<file path="src/design/linear_key_value_table_macros.svh">
// assertion helpers shared by the table modules
`ifndef LINEAR_KEY_VALUE_TABLE_MACROS_SVH
`define LINEAR_KEY_VALUE_TABLE_MACROS_SVH

// same-cycle implication, checked outside reset
`define LKVT_ASSERT_NOW(label, clk, rst_n, ante, cons, msg) \
    label: assert property (@(posedge clk) disable iff (!rst_n) (ante) |-> (cons)) \
        else $error(msg);

// next-cycle implication, checked outside reset
`define LKVT_ASSERT_NEXT(label, clk, rst_n, ante, cons, msg) \
    label: assert property (@(posedge clk) disable iff (!rst_n) (ante) |=> (cons)) \
        else $error(msg);

`endif

</file>
<file path="src/design/lkvt_pkg.sv">
package lkvt_pkg;

    localparam int CAPACITY    = 128;
    localparam int KEY_WIDTH   = 32;
    localparam int VALUE_WIDTH = 32;
    localparam int ADDR_W      = $clog2(CAPACITY);
    localparam int CNT_W       = $clog2(CAPACITY + 1);

    // operation codes
    localparam logic [1:0] KIND_LOOKUP = 2'd0;
    localparam logic [1:0] KIND_ACCESS = 2'd1;
    localparam logic [1:0] KIND_DELETE = 2'd2;
    localparam logic [1:0] KIND_CLEAR  = 2'd3;

    // status codes
    localparam logic [1:0] STATUS_OK        = 2'd0;
    localparam logic [1:0] STATUS_NOT_FOUND = 2'd1;
    localparam logic [1:0] STATUS_FULL      = 2'd2;

    typedef struct packed {
        logic [KEY_WIDTH-1:0]   key;
        logic [VALUE_WIDTH-1:0] value;
    } entry_t;

    typedef struct packed {
        logic [1:0]             kind;
        logic [KEY_WIDTH-1:0]   key;
        logic [VALUE_WIDTH-1:0] write_value;
        logic                   write_enable;
    } cmd_t;

    typedef struct packed {
        logic [VALUE_WIDTH-1:0] value;
        logic                   found;
        logic [1:0]             status;
        logic [CNT_W-1:0]       entry_count;
    } result_t;

endpackage

</file>
<file path="src/design/lkvt_engine.sv">
`include "linear_key_value_table_macros.svh"

module lkvt_engine (
    input  logic                         clk,
    input  logic                         rst_n,
    input  logic                         start,
    input  lkvt_pkg::cmd_t               cmd,
    output logic                         idle,
    output logic                         res_valid,
    input  logic                         res_ack,
    output lkvt_pkg::result_t            res,
    output logic                         rd_en,
    output logic [lkvt_pkg::ADDR_W-1:0]  rd_addr,
    input  lkvt_pkg::entry_t             rd_data,
    output logic                         wr_en,
    output logic [lkvt_pkg::ADDR_W-1:0]  wr_addr,
    output lkvt_pkg::entry_t             wr_data
);

    localparam logic [1:0] ST_IDLE  = 2'd0;
    localparam logic [1:0] ST_SCAN  = 2'd1;
    localparam logic [1:0] ST_SHIFT = 2'd2;
    localparam logic [1:0] ST_DONE  = 2'd3;

    logic [1:0]                             state_reg, state_next;
    logic [lkvt_pkg::CNT_W-1:0]             count_reg, count_next;
    logic [lkvt_pkg::CNT_W-1:0]             rd_idx_reg, rd_idx_next;
    logic [lkvt_pkg::ADDR_W-1:0]            cmp_idx_reg, cmp_idx_next;
    logic                                   cmp_valid_reg, cmp_valid_next;
    lkvt_pkg::cmd_t                         cmd_reg;
    logic [lkvt_pkg::VALUE_WIDTH-1:0]       res_value_reg, res_value_next;
    logic                                   res_found_reg, res_found_next;
    logic [1:0]                             res_status_reg, res_status_next;
    logic                                   key_hit;
    logic [lkvt_pkg::VALUE_WIDTH-1:0]       new_value;

    assign key_hit   = cmp_valid_reg && (rd_data.key == cmd_reg.key);
    assign new_value = cmd_reg.write_enable ? cmd_reg.write_value : '0;

    // control state
    always_ff @(posedge clk or negedge rst_n)
    begin
        if (!rst_n)
        begin
            state_reg     <= ST_IDLE;
            count_reg     <= '0;
            rd_idx_reg    <= '0;
            cmp_valid_reg <= 1'b0;
        end
        else
        begin
            state_reg     <= state_next;
            count_reg     <= count_next;
            rd_idx_reg    <= rd_idx_next;
            cmp_valid_reg <= cmp_valid_next;
        end
    end

    // command and result payload
    always_ff @(posedge clk)
    begin
        if (start)
        begin
            cmd_reg <= cmd;
        end
        cmp_idx_reg    <= cmp_idx_next;
        res_value_reg  <= res_value_next;
        res_found_reg  <= res_found_next;
        res_status_reg <= res_status_next;
    end

    // scan, shift and result sequencing
    always_comb
    begin
        state_next      = state_reg;
        count_next      = count_reg;
        rd_idx_next     = rd_idx_reg;
        cmp_idx_next    = cmp_idx_reg;
        cmp_valid_next  = cmp_valid_reg;
        res_value_next  = res_value_reg;
        res_found_next  = res_found_reg;
        res_status_next = res_status_reg;
        rd_en           = 1'b0;
        rd_addr         = rd_idx_reg[lkvt_pkg::ADDR_W-1:0];
        wr_en           = 1'b0;
        wr_addr         = cmp_idx_reg;
        wr_data         = rd_data;

        unique case (state_reg)
            ST_IDLE:
            begin
                if (start)
                begin
                    rd_idx_next     = '0;
                    cmp_valid_next  = 1'b0;
                    res_value_next  = '0;
                    res_found_next  = 1'b0;
                    res_status_next = lkvt_pkg::STATUS_OK;
                    if (cmd.kind == lkvt_pkg::KIND_CLEAR)
                    begin
                        count_next = '0;
                        state_next = ST_DONE;
                    end
                    else
                    begin
                        state_next = ST_SCAN;
                    end
                end
            end

            ST_SCAN:
            begin
                if (key_hit)
                begin
                    res_found_next = 1'b1;
                    state_next     = ST_DONE;
                    case (cmd_reg.kind)
                        lkvt_pkg::KIND_LOOKUP:
                        begin
                            res_value_next = rd_data.value;
                        end
                        lkvt_pkg::KIND_ACCESS:
                        begin
                            if (cmd_reg.write_enable)
                            begin
                                wr_en          = 1'b1;
                                wr_data.key    = cmd_reg.key;
                                wr_data.value  = cmd_reg.write_value;
                                res_value_next = cmd_reg.write_value;
                            end
                            else
                            begin
                                res_value_next = rd_data.value;
                            end
                        end
                        lkvt_pkg::KIND_DELETE:
                        begin
                            rd_idx_next    = lkvt_pkg::CNT_W'(cmp_idx_reg)
                                             + lkvt_pkg::CNT_W'(1);
                            cmp_valid_next = 1'b0;
                            state_next     = ST_SHIFT;
                        end
                        default:
                        begin
                            state_next = ST_DONE;
                        end
                    endcase
                end
                else if (rd_idx_reg < count_reg)
                begin
                    // keep one read in flight ahead of the compare
                    rd_en          = 1'b1;
                    cmp_idx_next   = rd_idx_reg[lkvt_pkg::ADDR_W-1:0];
                    cmp_valid_next = 1'b1;
                    rd_idx_next    = rd_idx_reg + lkvt_pkg::CNT_W'(1);
                end
                else
                begin
                    // key absent
                    state_next = ST_DONE;
                    case (cmd_reg.kind)
                        lkvt_pkg::KIND_ACCESS:
                        begin
                            if (count_reg == lkvt_pkg::CNT_W'(lkvt_pkg::CAPACITY))
                            begin
                                res_status_next = lkvt_pkg::STATUS_FULL;
                            end
                            else
                            begin
                                wr_en          = 1'b1;
                                wr_addr        = count_reg[lkvt_pkg::ADDR_W-1:0];
                                wr_data.key    = cmd_reg.key;
                                wr_data.value  = new_value;
                                res_value_next = new_value;
                                count_next     = count_reg + lkvt_pkg::CNT_W'(1);
                            end
                        end
                        lkvt_pkg::KIND_DELETE:
                        begin
                            res_status_next = lkvt_pkg::STATUS_NOT_FOUND;
                        end
                        default:
                        begin
                            res_status_next = lkvt_pkg::STATUS_OK;
                        end
                    endcase
                end
            end

            ST_SHIFT:
            begin
                // move entry read last cycle down one place
                if (cmp_valid_reg)
                begin
                    wr_en = 1'b1;
                end
                if (rd_idx_reg < count_reg)
                begin
                    rd_en          = 1'b1;
                    cmp_idx_next   = lkvt_pkg::ADDR_W'(rd_idx_reg - lkvt_pkg::CNT_W'(1));
                    cmp_valid_next = 1'b1;
                    rd_idx_next    = rd_idx_reg + lkvt_pkg::CNT_W'(1);
                end
                else
                begin
                    cmp_valid_next = 1'b0;
                    if (!cmp_valid_reg)
                    begin
                        count_next = count_reg - lkvt_pkg::CNT_W'(1);
                        state_next = ST_DONE;
                    end
                end
            end

            ST_DONE:
            begin
                if (res_ack)
                begin
                    state_next = ST_IDLE;
                end
            end

            default:
            begin
                state_next = ST_IDLE;
            end
        endcase
    end

    assign idle              = (state_reg == ST_IDLE);
    assign res_valid         = (state_reg == ST_DONE);
    assign res.value         = res_value_reg;
    assign res.found         = res_found_reg;
    assign res.status        = res_status_reg;
    assign res.entry_count   = count_reg;

    `LKVT_ASSERT_NOW(a_count_bound, clk, rst_n, 1'b1, count_reg <= lkvt_pkg::CNT_W'(lkvt_pkg::CAPACITY), "entry count above capacity")
    `LKVT_ASSERT_NOW(a_write_state, clk, rst_n, wr_en, (state_reg == ST_SCAN) || (state_reg == ST_SHIFT), "memory write outside scan or shift")
    `LKVT_ASSERT_NOW(a_shift_addr, clk, rst_n, wr_en && (state_reg == ST_SHIFT), lkvt_pkg::CNT_W'(wr_addr) + lkvt_pkg::CNT_W'(1) < count_reg, "shift writes past live entries")
    `LKVT_ASSERT_NEXT(a_clear_empty, clk, rst_n, start && (cmd.kind == lkvt_pkg::KIND_CLEAR), (count_reg == '0) && res_valid, "clear left entries behind")

endmodule

</file>
<file path="config.mk">
export PLATFORM = sky130hd
export DESIGN_NAME = lkvt_engine
export DESIGN_NICKNAME = d
export VERILOG_FILES = /design/src/design/lkvt_pkg.sv /design/src/design/lkvt_engine.sv
export VERILOG_INCLUDE_DIRS = /design/src /design/src/design
export SDC_FILE = /design/constraint.sdc
export NUM_CORES = 1
export LEC_CHECK = 0
export BUFFER_PORTS_ARGS = -buffer_cell sky130_fd_sc_hd__buf_2
export CAP_MARGIN = 20
export CORE_ASPECT_RATIO = 2
export CORE_MARGIN = 5
export CORE_UTILIZATION = 54
export DETAILED_ROUTE_END_ITERATION = 8
export MAX_ROUTING_LAYER = met4
export PLACE_DENSITY = 0.86
export SKIP_LAST_GASP = 1
export SLEW_MARGIN = 40
export SYNTH_ARGS = -nofsm -noshare
export SYNTH_HDL_FRONTEND = slang
export SYNTH_SLANG_ARGS = --single-unit
</file>
<file path="constraint.sdc">
create_clock -name clk -period 13.14 [get_ports clk]
set_input_delay 2.628 -clock clk [delete_from_list [all_inputs] [get_ports clk]]
set_output_delay 2.628 -clock clk [all_outputs]
set_load 0.01 [all_outputs]
</file>
# --- Word level (Yosys, flattened, before mapping) ---
# Cells that the tools add are included.
op_classes:
  muxes: 72
  n_addsub: 5
  order_cmp: 1
  reduce_logical: 14
  eq_ne: 27
op_table:
  columns: ["op", "n"]
  rows:
  - ["$mux 64", 7]
  - ["$mux 32", 7]
  - ["$pmux 32 s2", 2]
  - ["$mux 8", 12]
  - ["$mux 7", 8]
  - ["$pmux 8 s3", 2]
  - ["$eq 32x32->1", 1]
  - ["$mux 2", 11]
  - ["$ne 2x2->1 const B", 10]
  - ["$ne 3x3->1 const B", 6]
  - ["$add 8x1->8 const B", 2]
  - ["$mux 1", 15]
  - ["$pmux 7 s2", 1]
  - ["$reduce_and 5->1", 2]
  - ["$reduce_and 9->1", 1]
  - ["$add 7x1->8 const B", 1]
  - ["$eq 2x2->1 const B", 4]
  - ["$eq 8x8->1 const B", 1]
  - ["$lt 8x8->1", 1]
  - ["$pmux 2 s2", 2]
  - ["$pmux 2 s4", 1]
  - ["$reduce_and 4->1", 2]
  - ["$sub 8x1->8 const B", 1]
  - ["$sub 7x1->7 const B", 1]
  - ["11 further kinds", 18]
totals:
  regBits: 128
  inputBits: 135
  word_cells: 131

# --- Logic depth before layout (Yosys ltp) ---
# Gate-level depths: netlist of run 1.
depth:
  word_depth: 6
  ltp_mapped: 10
  depth_no_buf: 10

# --- Least setup slack after synthesis of run 1 ---
# OpenSTA, ideal clock, no wires.
synth_path:
  path_kind: "in2out"
  start: "input port rd_data[63] in the netlist's numbering"
  end: "output port wr_data[47] in the netlist's numbering"
  arrival_ns: 4.868
  cell_stages: 9
  setup_slack_ns: 5.644
  n_path_buf: 2
  cell_sequence: "xor2_1 > or4b_1 > or3_1 > nor3_2 > nor3_1 > o21ai_1 > buf_4 > buf_4 > mux2_1"
synth_rtl:
  columns: ["element", "line_no", "rtl"]
  rows:
  - ["start, declared", "lkvt_engine.sv:14", "input lkvt_pkg::entry_t rd_data,"]
  - ["end, declared", "lkvt_engine.sv:17", "output lkvt_pkg::entry_t wr_data"]

==> results of run 1 <==
[report_power, final]
| part | total (mW) | internal, mW | switching (mW) |
|---|---|---|---|
| Clock | 0.450 | 0.251 | 0.199 |
| Sequential | 0.644 | 0.575 | 0.0695 |
| Combinational | 0.719 | 0.280 | 0.439 |
[worst register-to-register path, stage by stage, from the launching register on]
cell,delay [ns]
dfrtp_1,0.50
inv_1,0.14
ha_1,0.33
a21oi_1,0.17
o21a_1,0.19
a21boi_1,0.67
nor2_1,0.35
o21bai_1,0.34
a21oi_4,0.12
buf_8,0.20
buf_8,0.17
[routing by layer]
| metal | vias to the layer above | track usage | share of wire |
|---|---|---|---|
| met2 | 425 | 0.4756 | 0.51 |
| met5 | - | - | 0 |
| met3 | 52 | 0.05560 | 0.091 |
| met4 | 0 | 0.1129 | 0.032 |
| met1 | 2990 | 0.3162 | 0.37 |
| li1 | 2869 | - | - |
[area by class of cell]
cell class	count	area, µm²	area share
flip-flops and latches	128	3749	0.4078
clock inverters	15	137.6	0.01497
clock buffers	17	425.4	0.04628
multi-input cells	423	3234	0.3518
repair buffers	266	1368	0.1488
well taps	155	193.9	0.02110
inverters	22	82.58	0.008983
diodes	1	2.502	0.0002722
[synthesized netlist by cell type, types with 4 or more instances]
| cell | n | share of area |
|---|---|---|
| mux2_2 | 17 | 0.026 |
| xor2_1 | 19 | 0.023 |
| o31a_1 | 4 | 0.0048 |
| nand3_1 | 18 | 0.012 |
| mux2_1 | 17 | 0.026 |
| o21ai_0 | 10 | 0.0069 |
| ha_1 | 20 | 0.035 |
| and3_1 | 7 | 0.0060 |
| a31oi_1 | 4 | 0.0035 |
| o22ai_1 | 4 | 0.0035 |
| o21a_1 | 10 | 0.010 |
| a22o_1 | 45 | 0.054 |
| a32o_1 | 6 | 0.0083 |
| a211o_1 | 7 | 0.0085 |
| nor2_1 | 35 | 0.018 |
| a21oi_1 | 24 | 0.017 |
| dfrtp_1 | 19 | 0.066 |
| nand4_1 | 12 | 0.010 |
| buf_6 | 4 | 0.0062 |
| and2_1 | 6 | 0.0052 |
| clkbuf_1 | 16 | 0.0083 |
| o21bai_1 | 4 | 0.0041 |
| nor3_1 | 11 | 0.0076 |
| xnor2_1 | 33 | 0.040 |
| a22oi_1 | 12 | 0.012 |
| buf_4 | 12 | 0.012 |
| mux2i_1 | 8 | 0.011 |
| nor4_1 | 8 | 0.0069 |
| edfxtp_1 | 109 | 0.45 |
| o2bb2ai_1 | 6 | 0.0072 |
| nand2_1 | 25 | 0.013 |
| o21ai_1 | 5 | 0.0035 |
| inv_1 | 20 | 0.010 |
| buf_2 | 6 | 0.0041 |
[cell families (layout without fill, tap and decap cells)]
family	count (synthesis)	after routing
flops	128	128
buf+inv	60	320
xor+xnor	52	52
fa+ha+maj	21	21
mux	42	42
simple gates	140	140
compound gates	168	168
other cells	0	1
[worst min-delay path by stage]
stage | startpoint | end | slack, ns | cells after the start
6_report | rd_idx_reg[7]$_DFFE_PN0P_ | rd_idx_reg[7]$_DFFE_PN0P_ | 0.58 | 2
4_1_cts | rd_idx_reg[7]$_DFFE_PN0P_ | rd_idx_reg[7]$_DFFE_PN0P_ | 0.58 | 2
3_5_place_dp | cmd_reg[9]$_DFFE_PP_ | res_value_reg[8]$_SDFFCE_PN0P_ | 0.56 | 1
2_1_floorplan | rd_idx_reg[7]$_DFFE_PN0P_ | rd_idx_reg[7]$_DFFE_PN0P_ | 0.52 | 2
3_3_place_gp | cmd_reg[25]$_DFFE_PP_ | res_value_reg[24]$_SDFFCE_PN0P_ | 0.55 | 1
5_1_grt | cmd_reg[19]$_DFFE_PP_ | res_value_reg[18]$_SDFFCE_PN0P_ | 0.59 | 1
[stage by stage]
stage | cells | hold slack (ns)
4_1_cts | 1026 | 0.5764
5_1_grt | 1027 | 0.5903
3_3_place_gp | 992 | 0.5524
2_1_floorplan | 611 | 0.5218
6_report | 1027 | 0.5766
3_5_place_dp | 994 | 0.5617
==> flow_metrics.tcl, run 1 <==
set metrics [dict create \
    run_status "completed" \
    grt_first_pass_wirelength_um 33780 \
    cts_resized 0 \
    dpl_cell_area_um2 8610 \
    grt_max_degree 70 \
    syn-num-nets 767 \
    reg2reg_from "count_reg[7]$_DFFE_PN0P_" \
    core_area_um2 13290 \
    ff2ff_path_depth 10 \
    max_cap_violations 0 \
    antenna_found_initial 1 \
    critPathTopFamily "simple AND/OR/NAND/NOR gates" \
    fill_cells 973 \
    remaining_drc_errors 0 \
    synth_edf_count 109 \
    hold_buffers 0 \
    drtPass1Iterations 5 \
    relSlewSlack 0.4655 \
    ys_seq_area_frac 0.5171 \
    post_cts_buffers 0 \
    report.final.slew_viol_count 0 \
    critical_path_class "input port to primary output" \
    cts_root_buf "clkbuf_16" \
    finalCritPeriodShare 0.6796 \
    netlist_instances 611 \
    drive_gt1_frac 0.3743 \
    layout_commonest_cell "buf_2" \
    r2r_setup_slack_ns 9.74 \
    vias_per_cell 6.169 \
    worstPathArrival_ns 6.30 \
    drtAntennaViolNets 0 \
    gp_congestion 0.9418 \
    synth-compound-area-share 0.1776 \
    synth_top_family_by_area "compound AO/OA/AOI/OAI gates" \
    ys_async_sr_fraction 0.1484 \
    clk_latency_ns 0.42 \
    worstPathMaxFanout 34 \
    required_ns 10.51 \
    grtUsageTotal 0.2783 \
    crit_end "wr_data[62]" \
    rsz0062_at_grt "false" \
    slowest_stage "o21ai_4" \
    startpoint "rd_data[61]" \
    ios 260 \
    yosys.area_share.simple 0.09890 \
    fin_nets 1014 \
    worstReg2RegEnd "res_value_reg[31]$_SDFFCE_PN0P_" \
    grt_pass1_vias 6445 \
    vias 6336 \
    hpwlAfterDp_um 16440 \
    largest_reg_flops 67 \
    cp_slowest_stage_delay_ns 0.67 \
    synthMuxAreaShare 0.06386 \
    synth_warnings 0 \
    ys_ff_latch 128 \
    port_buffers 259 \
    setup_viol 0 \
    cts_buffers 17 \
    worst-path-buf-inv 3 \
    place_ws_ns 4.052 \
    fmax_ghz 0.1120 \
    final_util 0.6918 \
    fin_ws_ns 4.210 \
    powerDensity_nw_per_um2 197.2 \
    cp-start-kind "input port" \
    peakVddDrop_v 0.0001095 \
    finalClockSkew_ns 0.01176 \
    setup_tns_ns 0 \
    wire_per_inst_um 21.18 \
    fin_area_um2 9193 \
    p_total_mw 1.812 \
    clockBufferDepth 2 \
    drt-total-wl_um 21750 \
    synthAdderAreaFrac 0.03728 \
    fp.dieArea_um2 15980 \
    h-tree-depth 4 \
    cpMostUsedCell "buf_2" \
    cts_sinks 128 \
    ys_types 67 \
    worst_slew_pin_slew_ns 0.8001 \
    synth_area_per_cell_um2 11.86 \
    crit_cells 10 \
    cts_tree "done" \
    crit_chain "buf_2, xor2_1, or4b_1, or3_1, nor3_4, nor3_1, o21ai_4, buf_4, mux2_1, buf_2" \
    die_h_um 173.9 \
    grt_overflow 0 \
    hold_class "register to register" \
    p_leak_nw 3.934 \
    rows 60 \
    hold_viol 0 \
    layout.cells.most_common_list "259 x buf_2, 109 x edfxtp_1, 45 x a22o_1, 35 x nor2_1, 33 x xnor2_1" \
    area_delta_synth_final_pct 26.80 \
    path_clk_slew_ns 0.06 \
    endpoint_kind "primary output" \
    start_util 0.5456 \
    period_needed_ns 8.930 \
    drtIter0Drc 532 \
    netlist_area_um2 7249 \
    die_w_um 91.93 \
    yosys_most_used_dff "edfxtp_1" \
    synthXorXnorAreaFrac 0.06282 \
]
No activity file was read; power rests on OpenSTA's default activity.
==> inputs of run 2 (changes only) <==
--- a/config.mk
+++ b/config.mk
@@ -6,14 +6,15 @@
 export SDC_FILE = /design/constraint.sdc
 export NUM_CORES = 1
 export LEC_CHECK = 0
+export ABC_AREA = 1
 export BUFFER_PORTS_ARGS = -buffer_cell sky130_fd_sc_hd__buf_2
 export CAP_MARGIN = 20
 export CORE_ASPECT_RATIO = 2
 export CORE_MARGIN = 5
-export CORE_UTILIZATION = 54
+export CORE_UTILIZATION = 49
 export DETAILED_ROUTE_END_ITERATION = 8
 export MAX_ROUTING_LAYER = met4
-export PLACE_DENSITY = 0.86
+export PLACE_DENSITY = 0.78
 export SKIP_LAST_GASP = 1
 export SLEW_MARGIN = 40
 export SYNTH_ARGS = -nofsm -noshare
==> constraint.sdc (replaced) <==
create_clock -name clk -period 8 [get_ports clk]
set_input_delay 1.6 -clock clk [delete_from_list [all_inputs] [get_ports clk]]
set_output_delay 1.6 -clock clk [all_outputs]
set_load 0.01 [all_outputs]
==> flow_metrics.tcl, run 2 <==
set metrics [dict create \
    p_total_mw 3.809 \
    worstPathArrival_ns 4.33 \
    max_cap_violations 0 \
    finalClockSkew_ns 0.008744 \
    place_ws_ns 1.859 \
    required_ns 6.40 \
    final_util 0.5864 \
    post-synth-top-count-cell "nand2_1" \
    cts_buffers 17 \
    die_h_um 209.2 \
    report.final.slew_viol_count 0 \
    hold_class "register to register" \
    fmax_ghz 0.1685 \
    gp_congestion 0.9174 \
    hold_slack_ns 0.5277 \
    swShare 0.4634 \
    seqPwrFrac 0.282 \
    grt_pass1_vias 10181 \
    run_status "completed" \
    clockBufferDepth 2 \
    p_switching_mw 1.765 \
    h-tree-depth 4 \
    slowest_stage "nor2_4" \
    netlist_instances 1408 \
    cp_slowest_stage_delay_ns 0.63 \
    ys_ff_latch 128 \
    endpoint_kind "primary output" \
    drt-total-wl_um 31850 \
    hold_viol 0 \
    ys_async_sr_fraction 0.1484 \
    die_w_um 109.6 \
    worstPathMaxFanout 25 \
    ios 260 \
    p_leak_nw 5.894 \
    start_util 0.4929 \
    grt_first_pass_wirelength_um 49410 \
    grt_max_degree 71 \
    synth_area_per_cell_um2 6.906 \
    fin_nets 1775 \
    fin_ws_ns 2.066 \
    rsz0062_at_grt "false" \
    synth_area_leader_cell "edfxtp_1" \
    grt_overflow 0 \
    cts_resized 0 \
    grtUsageTotal 0.2851 \
    drtAntennaViolNets 0 \
    p_int_mw 2.044 \
    post_cts_buffers 0 \
    worst_slew_pin_slew_ns 0.7367 \
    netlist_area_um2 9724 \
    fp.dieArea_um2 22930 \
    powerDensity_nw_per_um2 329.2 \
    syn-num-nets 1564 \
    clk_latency_ns 0.43 \
    pwr-share-comb 0.531 \
    synth_edf_count 109 \
    remaining_drc_errors 0 \
    hold_buffers 0 \
    drtIter0Drc 720 \
    drtPass1Iterations 5 \
    critical_path_class "input port to primary output" \
    p_clk_frac 0.188 \
    yosys_most_used_dff "edfxtp_1" \
    cts_root_buf "clkbuf_16" \
    synth_top_cells_by_count "533 x nand2_1, 171 x inv_1, 109 x edfxtp_1" \
    path_clk_slew_ns 0.05 \
    setup_tns_ns 0 \
    layout_commonest_cell "nand2_1" \
    crit_chain "buf_2, inv_1, nand2_1, nand2_1, nand3_1, nor2_1, nand2_1, nor2_2, nand3_4, nor2_4, buf_4, o211ai_1, o211ai_1, buf_2" \
    vias_per_cell 5.437 \
    cts_sinks 128 \
    drive_gt1_frac 0.2022 \
    period_needed_ns 5.934 \
    cp-start-kind "input port" \
    fill_cells 1909 \
    area_delta_synth_final_pct 18.98 \
    vias 10308 \
    rows 73 \
    finalCritPeriodShare 0.7417 \
    core_area_um2 19730 \
    port_buffers 259 \
    wire_per_inst_um 16.80 \
    layout.cells.most_common_list "531 x nand2_1, 258 x buf_2, 170 x inv_1, 109 x edfxtp_1, 106 x o21ai_0" \
    peakVddDrop_v 0.0002173 \
    synth_top_area_frac 0.3366 \
    antenna_found_initial 2 \
    largest_reg_flops 67 \
    cpMostUsedCell "nand2_1" \
    cts_tree "done" \
    ys_types 43 \
    synth_area_leaders "edfxtp_1 34%, nand2_1 21%, inv_1 6.6%" \
    relSlewSlack 0.5089 \
    synth_warnings 0 \
    setup_viol 0 \
    hpwlAfterDp_um 23280 \
    ys_seq_area_frac 0.3855 \
]
-- run 2: path summary, 6_finish.rpt --
path / slack, ns / cells past startpoint / from / to
min reg2reg: 0.53 / 2 / rd_idx_reg[7]$_DFFE_PN0P_ / rd_idx_reg[7]$_DFFE_PN0P_
max reg2reg: 4.50 / 12 / cmd_reg[51]$_DFFE_PP_ / res_value_reg[10]$_SDFFCE_PN0P_
max in group asynchronous: 6.58 / 1 / rst_n / count_reg[1]$_DFFE_PN0P_
min: 0.53 / 2 / rd_idx_reg[7]$_DFFE_PN0P_ / rd_idx_reg[7]$_DFFE_PN0P_
min in group asynchronous: 1.11 / 1 / rst_n / rd_idx_reg[4]$_DFFE_PN0P_
max: 2.07 / 14 / rd_data[50] / wr_data[30]
-- run 2: cell type report --
class                   count  area, µm²  share of cell area
diodes                      2      5.005           0.0004326
clock buffers              26      499.2             0.04315
clock inverters             6      35.03            0.003028
inverters                 184      690.7             0.05970
multi-input cells        1020       4890              0.4226
flip-flops and latches    128       3749              0.3240
well taps                 262      327.8             0.02833
repair buffers            268       1374              0.1187
-- run 2: layer usage --
metal | part of all wire | track usage | vias up
met2 | 0.53 | 0.4969 | 416
met4 | 0.057 | 0.1713 | 0
met5 | 0 | - | -
met3 | 0.058 | 0.04451 | 116
li1 | - | - | 5000
met1 | 0.36 | 0.2928 | 4776
-- run 2: per-stage QoR --
stage	instance area, µm²	std cells
CTS	11550	1894
finish	11570	1896
global placement	11000	1861
detailed placement	11020	1862
global route	11570	1896
floorplan	9724	1408
-- run 2: critical path, delay by kind of cell --
kind            cells  cell delay (ns)
compound gates      2             0.34
buf+inv             4             0.80
simple gates        8             1.57
-- run 2: power groups by stage --
stage	Clock [mW]	Combinational, mW	Sequential (mW)
after floorplan	0	1.30	1.10
after global placement	0	1.98	1.08
after detailed placement	0	2.01	1.08
after CTS	0.725	2.02	1.07
after global routing	0.755	2.24	1.09
final	0.715	2.02	1.07
-- run 2: cells by family (layout without fill, tap and decap cells) --
kind of cell | Yosys count | after routing | share of synthesized area
simple gates | 723 | 723 | 0.3039
fa+ha+maj | 21 | 21 | 0.02779
xor+xnor | 22 | 22 | 0.01982
other cells | 0 | 2 | 0
flops | 128 | 128 | 0.3855
compound gates | 254 | 254 | 0.1475
buf+inv | 260 | 484 | 0.1155
==> inputs of run 3 (changes only) <==
--- a/config.mk
+++ b/config.mk
@@ -11,10 +11,10 @@
 export CAP_MARGIN = 20
 export CORE_ASPECT_RATIO = 2
 export CORE_MARGIN = 5
-export CORE_UTILIZATION = 49
+export CORE_UTILIZATION = 54
 export DETAILED_ROUTE_END_ITERATION = 8
 export MAX_ROUTING_LAYER = met4
-export PLACE_DENSITY = 0.78
+export PLACE_DENSITY = 0.82
 export SKIP_LAST_GASP = 1
 export SLEW_MARGIN = 40
 export SYNTH_ARGS = -nofsm -noshare
==> constraint.sdc (replaced) <==
create_clock -name clk -period 6.1 [get_ports clk]
set_input_delay 1.22 -clock clk [delete_from_list [all_inputs] [get_ports clk]]
set_output_delay 1.22 -clock clk [all_outputs]
set_load 0.01 [all_outputs]
==> flow_metrics.tcl, run 3 (synthesis gave the netlist of run 2 again) <==
set metrics [dict create \
    dp_cells 1817 \
    die_h_um 199.8 \
    seqPwrFrac 0.272 \
    top_usage_layer "met2" \
    cts_tree "done" \
    worst_slew_pin_slew_ns 0.7776 \
    hold_class "register to register" \
    ios 260 \
    fmax_ghz 0.1995 \
    fp.dieArea_um2 20950 \
    clockBufferDepth 2 \
    grt_pass1_vias 10181 \
    vias_per_cell 5.556 \
    fin_ws_ns 1.087 \
    dpl_cell_area_um2 11010 \
    drtIter0Drc 674 \
    die_w_um 104.9 \
    met2_usage 0.5189 \
    area_delta_synth_final_pct 19.44 \
    fin_area_um2 11610 \
    holdPathStages 2 \
    swShare 0.4560 \
    grt_max_degree 66 \
    p_clk_frac 0.203 \
    post_cts_buffers 0 \
    drtPass1Iterations 6 \
    required_ns 4.88 \
    ff2ff_path_depth 12 \
    remaining_drc_errors 0 \
    grtUsageTotal 0.2999 \
    rsz0062_at_grt "false" \
    hold_viol 0 \
    report.final.slew_viol_count 0 \
    run_status "completed" \
    place_ws_ns 1.079 \
    worstPathMaxFanout 45 \
    peakVddDrop_v 0.0002656 \
    path_clk_slew_ns 0.06 \
    grt_first_pass_wirelength_um 49120 \
    hold_buffers 0 \
    layout.cells.most_common_list "531 x nand2_1, 258 x buf_2, 170 x inv_1, 109 x edfxtp_1, 106 x o21ai_0" \
    fin_nets 1779 \
    met3_usage 0.03894 \
    rows 69 \
    p_leak_nw 5.929 \
    drtAntennaViolNets 0 \
    setup_viol 0 \
    drive_gt1_frac 0.2060 \
    cts_root_buf "clkbuf_16" \
    critical_path_class "input port to primary output" \
    antenna_found_initial 2 \
    p_int_mw 2.788 \
    cts_sinks 128 \
    cp-start-kind "input port" \
    layoutNonFillerInstCount 1851 \
    grt_overflow 0 \
    globalRouteMet1Util 0.3153 \
    cts_resized 0 \
    port_buffers 259 \
    core_area_um2 17780 \
    p_switching_mw 2.337 \
    hpwlAfterDp_um 22990 \
    period_needed_ns 5.013 \
    relSlewSlack 0.4816 \
    h-tree-depth 4 \
    endpoint_kind "primary output" \
    p_total_mw 5.126 \
    layout_commonest_cell "nand2_1" \
    finalCritPeriodShare 0.8218 \
    worstPathArrival_ns 3.79 \
    wire_per_inst_um 16.76 \
    drt-total-wl_um 31030 \
    clk_latency_ns 0.42 \
    powerDensity_nw_per_um2 441.3 \
    setup_tns_ns 0 \
    start_util 0.5468 \
    vias 10284 \
    cts_buffers 17 \
    gp_congestion 0.9186 \
    largest_reg_flops 67 \
    max_cap_violations 0 \
    finalClockSkew_ns 0.007944 \
    pwr-share-comb 0.525 \
]
run 3: cell types whose count changed in the layout (fill, tap and decap cells not counted), moves of 2 or more:
cell | before | now
clkinv_4 | 0 | 3
clkbuf_8 | 4 | 0
clkbuf_1 | 5 | 1
buf_8 | 1 | 3
clkinvlp_4 | 2 | 5
bufinv_16 | 0 | 3
clkinv_2 | 4 | 2
run 3: worst paths after layout:
| check | start | to | slack (ns) |
|---|---|---|---|
| hold reg to reg | state_reg[1]$_DFFE_PN0P_ | state_reg[1]$_DFFE_PN0P_ | 0.54 |
| max in group asynchronous | rst_n | rd_idx_reg[7]$_DFFE_PN0P_ | 5.05 |
| hold / removal | state_reg[1]$_DFFE_PN0P_ | state_reg[1]$_DFFE_PN0P_ | 0.54 |
| setup / recovery | rd_data[50] | wr_data[14] | 1.09 |
| setup reg to reg | cmd_reg[51]$_DFFE_PP_ | res_value_reg[6]$_SDFFCE_PN0P_ | 2.82 |
| min in group asynchronous | rst_n | rd_idx_reg[3]$_DFFE_PN0P_ | 0.74 |
run 3: cell type report:
cell class | count | area (µm²)
fillers | 1616 | 6170
multi-input cells | 1020 | 4876
flip-flops and latches | 128 | 3749
repair buffers | 272 | 1431
inverters | 184 | 690.7
clock buffers | 18 | 429.2
well taps | 213 | 266.5
clock inverters | 14 | 167.7
diodes | 2 | 5.005
run 3: through the flow:
step                hold slack (ns)    util
floorplan                    0.4744       -
global placement             0.5181  0.6166
detailed placement           0.5212  0.6191
CTS                          0.5349  0.6527
global route                 0.5646  0.6531
finish                       0.5397  0.6531
run 3: power groups by stage:
stage | sequential, mW | clock, mW | combinational (mW)
5_1_grt | 1.42 | 1.10 | 2.99
3_5_place_dp | 1.41 | 0 | 2.67
3_3_place_gp | 1.41 | 0 | 2.61
4_1_cts | 1.39 | 1.06 | 2.69
6_report | 1.40 | 1.04 | 2.69
2_1_floorplan | 1.45 | 0 | 1.71
run 3: critical path, cell delays in order:
cell and delay, ns:
buf_2 0.13, inv_1 0.09, nand2_1 0.06, nand2_1 0.07, nand3_1 0.13, nor2_1 0.19, nand2_1 0.08, nor2_2 0.15
nand3_4 0.24, nand2_4 0.51, inv_1 0.43, nand3_1 0.18, o211ai_1 0.12, buf_2 0.18
run 3: layer usage:
| layer | up-vias | part of all wire |
|---|---|---|
| li1 | 5021 | - |
| met1 | 4588 | 0.35 |
| met2 | 540 | 0.51 |
| met3 | 135 | 0.073 |
| met4 | 0 | 0.066 |
| met5 | - | 0 |
